===== src/hdl/spam_pkg.sv =====
package spam_pkg;
    localparam int MAX_TERMS = 8;
    localparam int COEF_BITS = 16;
    localparam int EXP_BITS  = 10;
    localparam int IDX_W     = 3;
    localparam int CNT_W     = 4;
    localparam int OEXP_W    = 11;
    localparam int ACC_W     = 40;
    localparam int K_W       = 2 * IDX_W;

    typedef enum logic [1:0] {
        REQ_LOAD_A = 2'd0,
        REQ_LOAD_B = 2'd1,
        REQ_MUL    = 2'd2,
        REQ_ADD    = 2'd3
    } req_t;
endpackage


===== src/hdl/sparse_polynomial_add_multiply.sv =====
// Loads two sparse polynomials term by term and emits their product or sum in
// falling exponent order. A product or sum request finds each result term by
// one pass of a shared multiply and compare unit, over all stored term pairs
// for a product and over each stored term of both operands for a sum, followed
// by a pipeline drain and a decision state, and there is one pass more than
// there are distinct exponents; the output register then holds each term until
// it is taken. Input is not accepted during an emit request.
module sparse_polynomial_add_multiply (
    input  logic                               aclk,
    input  logic                               aresetn,
    input  logic                               s_valid,
    output logic                               s_ready,
    input  logic [1:0]                         s_req_type,
    input  logic                               s_first_term,
    input  logic signed [spam_pkg::COEF_BITS-1:0] s_coef_in,
    input  logic [spam_pkg::EXP_BITS-1:0]      s_exp_in,
    output logic                               m_valid,
    input  logic                               m_ready,
    output logic signed [spam_pkg::ACC_W-1:0]  m_coef_out,
    output logic [spam_pkg::OEXP_W-1:0]        m_exp_out,
    output logic                               m_last_term,
    output logic                               m_overflow
);
    import spam_pkg::*;

    typedef enum logic [2:0] {
        ST_IDLE, ST_WALK, ST_DRAIN, ST_DECIDE, ST_OUT
    } state_t;

    state_t state_reg;
    logic signed [COEF_BITS-1:0] a_coef_reg [MAX_TERMS];
    logic [EXP_BITS-1:0]         a_exp_reg  [MAX_TERMS];
    logic signed [COEF_BITS-1:0] b_coef_reg [MAX_TERMS];
    logic [EXP_BITS-1:0]         b_exp_reg  [MAX_TERMS];
    logic [CNT_W-1:0] a_count_reg, b_count_reg;
    logic dropped_reg, mul_reg, final_reg;
    logic [K_W-1:0] k_reg;
    logic t_valid_reg;
    logic [OEXP_W-1:0] t_exp_reg;
    logic signed [ACC_W-1:0] t_coef_reg;
    logic [OEXP_W:0] bound_reg;
    logic found_reg;
    logic [OEXP_W-1:0] best_reg;
    logic signed [ACC_W-1:0] acc_reg;
    logic pend_reg;
    logic [OEXP_W-1:0] pend_exp_reg;
    logic signed [ACC_W-1:0] pend_coef_reg;

    logic [IDX_W-1:0] ai, bi;
    logic t_valid_next;
    logic [OEXP_W-1:0] t_exp_next;
    logic signed [ACC_W-1:0] t_coef_next;
    logic signed [2*COEF_BITS-1:0] prod;
    logic k_end;
    logic cand;

    assign s_ready = (state_reg == ST_IDLE);
    assign m_valid = (state_reg == ST_OUT);

    always_comb begin
        ai = mul_reg ? k_reg[K_W-1:IDX_W] : k_reg[IDX_W-1:0];
        bi = k_reg[IDX_W-1:0];
        prod = a_coef_reg[ai] * b_coef_reg[bi];
        if (mul_reg) begin
            t_valid_next = ({1'b0, ai} < a_count_reg) && ({1'b0, bi} < b_count_reg);
            t_exp_next   = OEXP_W'(a_exp_reg[ai]) + OEXP_W'(b_exp_reg[bi]);
            t_coef_next  = ACC_W'(prod);
            k_end        = (k_reg == {K_W{1'b1}});
        end else if (!k_reg[IDX_W]) begin
            t_valid_next = ({1'b0, ai} < a_count_reg);
            t_exp_next   = OEXP_W'(a_exp_reg[ai]);
            t_coef_next  = ACC_W'(a_coef_reg[ai]);
            k_end        = 1'b0;
        end else begin
            t_valid_next = ({1'b0, bi} < b_count_reg);
            t_exp_next   = OEXP_W'(b_exp_reg[bi]);
            t_coef_next  = ACC_W'(b_coef_reg[bi]);
            k_end        = (k_reg[IDX_W:0] == {(IDX_W+1){1'b1}});
        end
        cand = t_valid_reg && ({1'b0, t_exp_reg} < bound_reg);
    end

    always_ff @(posedge aclk) begin
        if (!aresetn) begin
            state_reg   <= ST_IDLE;
            a_count_reg <= '0;
            b_count_reg <= '0;
            dropped_reg <= 1'b0;
            t_valid_reg <= 1'b0;
            found_reg   <= 1'b0;
            pend_reg    <= 1'b0;
            final_reg   <= 1'b0;
        end else begin
            if ((state_reg == ST_WALK || state_reg == ST_DRAIN) && cand) begin
                if (!found_reg || t_exp_reg > best_reg) begin
                    best_reg  <= t_exp_reg;
                    acc_reg   <= t_coef_reg;
                    found_reg <= 1'b1;
                end else if (t_exp_reg == best_reg) begin
                    acc_reg <= acc_reg + t_coef_reg;
                end
            end
            unique case (state_reg)
                ST_IDLE: begin
                    if (s_valid) begin
                        unique case (req_t'(s_req_type))
                            REQ_LOAD_A: begin
                                if (s_first_term || a_count_reg < CNT_W'(MAX_TERMS)) begin
                                    a_coef_reg[s_first_term ? '0 : a_count_reg[IDX_W-1:0]]
                                        <= s_coef_in;
                                    a_exp_reg[s_first_term ? '0 : a_count_reg[IDX_W-1:0]]
                                        <= s_exp_in;
                                    a_count_reg <= s_first_term ? CNT_W'(1)
                                                                : a_count_reg + 1'b1;
                                end else begin
                                    dropped_reg <= 1'b1;
                                end
                            end
                            REQ_LOAD_B: begin
                                if (s_first_term || b_count_reg < CNT_W'(MAX_TERMS)) begin
                                    b_coef_reg[s_first_term ? '0 : b_count_reg[IDX_W-1:0]]
                                        <= s_coef_in;
                                    b_exp_reg[s_first_term ? '0 : b_count_reg[IDX_W-1:0]]
                                        <= s_exp_in;
                                    b_count_reg <= s_first_term ? CNT_W'(1)
                                                                : b_count_reg + 1'b1;
                                end else begin
                                    dropped_reg <= 1'b1;
                                end
                            end
                            default: begin
                                mul_reg     <= (s_req_type == REQ_MUL);
                                bound_reg   <= {1'b1, {OEXP_W{1'b0}}};
                                k_reg       <= '0;
                                found_reg   <= 1'b0;
                                pend_reg    <= 1'b0;
                                t_valid_reg <= 1'b0;
                                state_reg   <= ST_WALK;
                            end
                        endcase
                    end
                end
                ST_WALK: begin
                    t_valid_reg <= t_valid_next;
                    t_exp_reg   <= t_exp_next;
                    t_coef_reg  <= t_coef_next;
                    k_reg       <= k_reg + 1'b1;
                    if (k_end) state_reg <= ST_DRAIN;
                end
                ST_DRAIN: begin
                    t_valid_reg <= 1'b0;
                    state_reg   <= ST_DECIDE;
                end
                ST_DECIDE: begin
                    k_reg     <= '0;
                    found_reg <= 1'b0;
                    m_overflow <= dropped_reg;
                    if (found_reg) begin
                        bound_reg <= {1'b0, best_reg};
                        if (acc_reg != '0) begin
                            pend_reg      <= 1'b1;
                            pend_exp_reg  <= best_reg;
                            pend_coef_reg <= acc_reg;
                            if (pend_reg) begin
                                m_coef_out  <= pend_coef_reg;
                                m_exp_out   <= pend_exp_reg;
                                m_last_term <= 1'b0;
                                final_reg   <= 1'b0;
                                state_reg   <= ST_OUT;
                            end else begin
                                state_reg <= ST_WALK;
                            end
                        end else begin
                            state_reg <= ST_WALK;
                        end
                    end else begin
                        m_coef_out  <= pend_reg ? pend_coef_reg : '0;
                        m_exp_out   <= pend_reg ? pend_exp_reg : '0;
                        m_last_term <= 1'b1;
                        final_reg   <= 1'b1;
                        state_reg   <= ST_OUT;
                    end
                end
                ST_OUT: begin
                    if (m_ready) state_reg <= final_reg ? ST_IDLE : ST_WALK;
                end
                default: state_reg <= ST_IDLE;
            endcase
        end
    end
endmodule


===== config.mk =====
export PLATFORM = sky130hd
export DESIGN_NAME = sparse_polynomial_add_multiply
export DESIGN_NICKNAME = d
export VERILOG_FILES = /design/src/hdl/spam_pkg.sv /design/src/hdl/sparse_polynomial_add_multiply.sv
export SDC_FILE = /design/constraint.sdc
export NUM_CORES = 2
export LEC_CHECK = 0
export BUFFER_PORTS_ARGS = -buffer_cell sky130_fd_sc_hd__buf_2
export CAP_MARGIN = 20
export CORE_ASPECT_RATIO = 1.1
export CORE_MARGIN = 2
export CORE_UTILIZATION = 55
export CTS_CLUSTER_SIZE = 28
export DETAILED_ROUTE_END_ITERATION = 8
export PLACE_DENSITY_LB_ADDON = 0.2
export SETUP_SLACK_MARGIN = 0.4
export SYNTH_ARGS = -nofsm -noshare
export SYNTH_HDL_FRONTEND = slang
export SYNTH_SLANG_ARGS = --single-unit

===== constraint.sdc =====
create_clock -name aclk -period 9.9 [get_ports aclk]
set_input_delay 1.485 -clock aclk [delete_from_list [all_inputs] [get_ports aclk]]
set_output_delay 1.485 -clock aclk [all_outputs]
set_load 0.02 [all_outputs]

==> out/metrics.cfg <==
[run_status]
status=completed

[cts]
clkLatencyLatePin_ns=0.63
cts_buffers=67
cts_hold_buffers=0
clk_pin_slew_ns=0.07
cts_tree=built
clockRootBuffer=clkbuf_16
htree_levels=3
cts_resized=0
clock_path_buffers=3
cts.sinks=652
cts_setup_buffers=0

[hold_path]
hp-class=reg -> reg
holdCritStartpoint=dropped_reg$_SDFFE_PN0P_

[place]
gp_congestion=0.8878
dp_hpwl_um=60420
preCtsSetupSlack_ns=1.317
dp.cells=3803
numPortBuffers=87

[route]
drtIter0Drc=1735
viasPerCell=5.770
first_pass_iters=5
wirelength_um=87280
post-route-drc-count=0
ant_nets=0
route.vias.total=22641
wl_per_cell_um=22.24

[global_routing]
antenna_found_initial=2
grt_pass1_vias=23648
grt_overflow=0
grt_pass1_wl_um=136400
grt_max_degree=75
gr-usage-all-layers_pct=25.55

[timing]
finClkSkew_ns=0.03654
fin_crit_ns=8.607
worst-slew-pin-transition_ns=1.039
whs_ns=0.4590
fmax_ghz=0.1162
setup_slack_ns=1.293
setup_viol=0
rsz0062_at_grt=false
slew_viol_final=0
tns_ns=0
timing.final.crit_share_pct=86.94
hold_violations=0
max_slew_margin_pct=30.76

[floorplanning]
die_area_mm2=0.07044
io_pins=88
die_w_um=253.2
core_mm2=0.06769
initial_core_util_pct=55.52
die_y_um=278.2
row_count=100

[yosys]
yosys.cell_types.count=79
synth.cell_area_mm2=0.03758
syn_nets=3300
synth_edf_count=633
synth_common_cells=633 x edfxtp_1, 357 x inv_1, 264 x fa_1, 263 x nand2_1, 215 x nor2_1
synth_cells=2844
ys_warn_count=0
synth.area.top_cells=edfxtp_1 51%, fa_1 14%, mux4_2 6.2%
synthXorXnorAreaFrac_pct=1.748
async_reset_ff_share_pct=0
synth_simple_gate_area_share_pct=8.766
yosys.area.top_type=edfxtp_1
yosys.area.top_type_share_pct=50.58
synthFlopType=edfxtp_1
synthMuxAreaShare_pct=7.814
ys_seq_elements=652
avgSynthCellArea_um2=13.21
synth_most_common_cell=edfxtp_1
synth_top_family_by_area=adder cells
ys_seq_area_share_pct=51.59
synth_compound_area_share_pct=6.013
synthAdderAreaFrac_pct=19.36

[cells_and_area]
nets=3411
final_cell_count_no_fill=3924
area_growth_pct=10.37
drive_gt1_share_pct=14.15

[worst_setup_path]
crit_start=mul_reg$_DFFE_PP_
cpPeakStageDelay_ns=0.93
rr_startpoint=mul_reg$_DFFE_PP_
crit_required_ns=10.27
worstSetupPathType=reg -> reg
cp_slowest_cell=fa_1
worstPathArrival_ns=8.98
start_kind=flop
critical-path-top-delay-family=adder cells
worst-path-buf-inv=4
cp_common_cell=fa_1
worstPathCellList=mux2i_4 -> mux4_2 -> mux2i_1 -> buf_4 -> nand2b_1 -> inv_1 -> fa_1 -> fa_1 -> fa_1 -> fa_1 -> fa_1 -> inv_1 -> fa_1 -> inv_1 -> ha_1 -> nand4_1 -> nor2b_1 -> o21ai_0 -> a21oi_1 -> o21ai_0 -> o21ai_0 -> xnor2_1 -> a21o_1
r2r_setup_slack_ns=1.29
worstPathMaxFanout=21
end_kind=flop

[job]
max_cap_viol_count=0

==> cells in the final DEF (no fill, tap or decap), types with 6 or more instances in the layout <==
cell type,n
inv_1,357
nor2b_1,67
o21ai_0,112
or3_1,10
edfxtp_1,633
nor2_2,13
fa_1,264
buf_4,52
a211o_1,6
ha_1,159
a211oi_1,11
xnor2_1,51
a21o_1,43
dfxtp_1,16
nand3_1,23
buf_2,87
clkbuf_1,10
o21bai_1,10
mux2_2,24
nor4_1,11
a31oi_1,14
nand4_1,9
xor2_1,24
nand2_1,263
clkinv_1,16
clkbuf_16,67
clkinv_2,8
nand2b_1,22
mux4_2,104
and3_1,11
or2_2,14
o211ai_1,18
nor2_1,200
and2_1,23
a21oi_1,84
o21a_1,10
nor3_1,18
mux2i_1,29
==> path summary, 6_finish.rpt <==
kind         cells past startpoint                       end
max                             23  t_coef_reg[38]$_DFFE_PP_
max reg2reg                     23  t_coef_reg[38]$_DFFE_PP_
min                              0      m_overflow$_DFFE_PP_
min reg2reg                      0      m_overflow$_DFFE_PP_
==> kinds of logic (layout without fill, tap and decap cells) <==
kind of cell | after synthesis | in the layout
other cells | 0 | 2
compound gates | 357 | 357
simple gates | 718 | 718
xor+xnor | 75 | 75
buf+inv | 459 | 619
mux | 160 | 160
flops | 652 | 652
fa+ha+maj | 423 | 423
==> area by class of cell <==
cell class              count  area (um2)
diodes                      2       5.005
clock buffers              78        1728
clock inverters            40       450.4
fillers                  5116       26210
inverters                 360        1351
multi-input cells        1733       16540
flip-flops and latches    652       19390
well taps                 918        1149
repair buffers            141       857.1
==> routing by layer <==
metal	up-vias	track usage, %	share of wire [%]
li1	10180	-	-
met1	11483	34.05	41
met2	803	43.42	50
met3	175	3.348	6.3
met4	0	8.936	3.1
met5	-	0	0
==> stage by stage <==
step	instance area [um2]	util, %
after global routing	41480	61.28
after global placement	39260	58.00
after CTS	41450	61.24
after detailed placement	39280	58.02
after floorplan	37580	-
final	41480	61.28
Power is left out: the tool's default activity adds up to more than one toggle a clock period on the data nets, which glitch-free logic cannot reach.
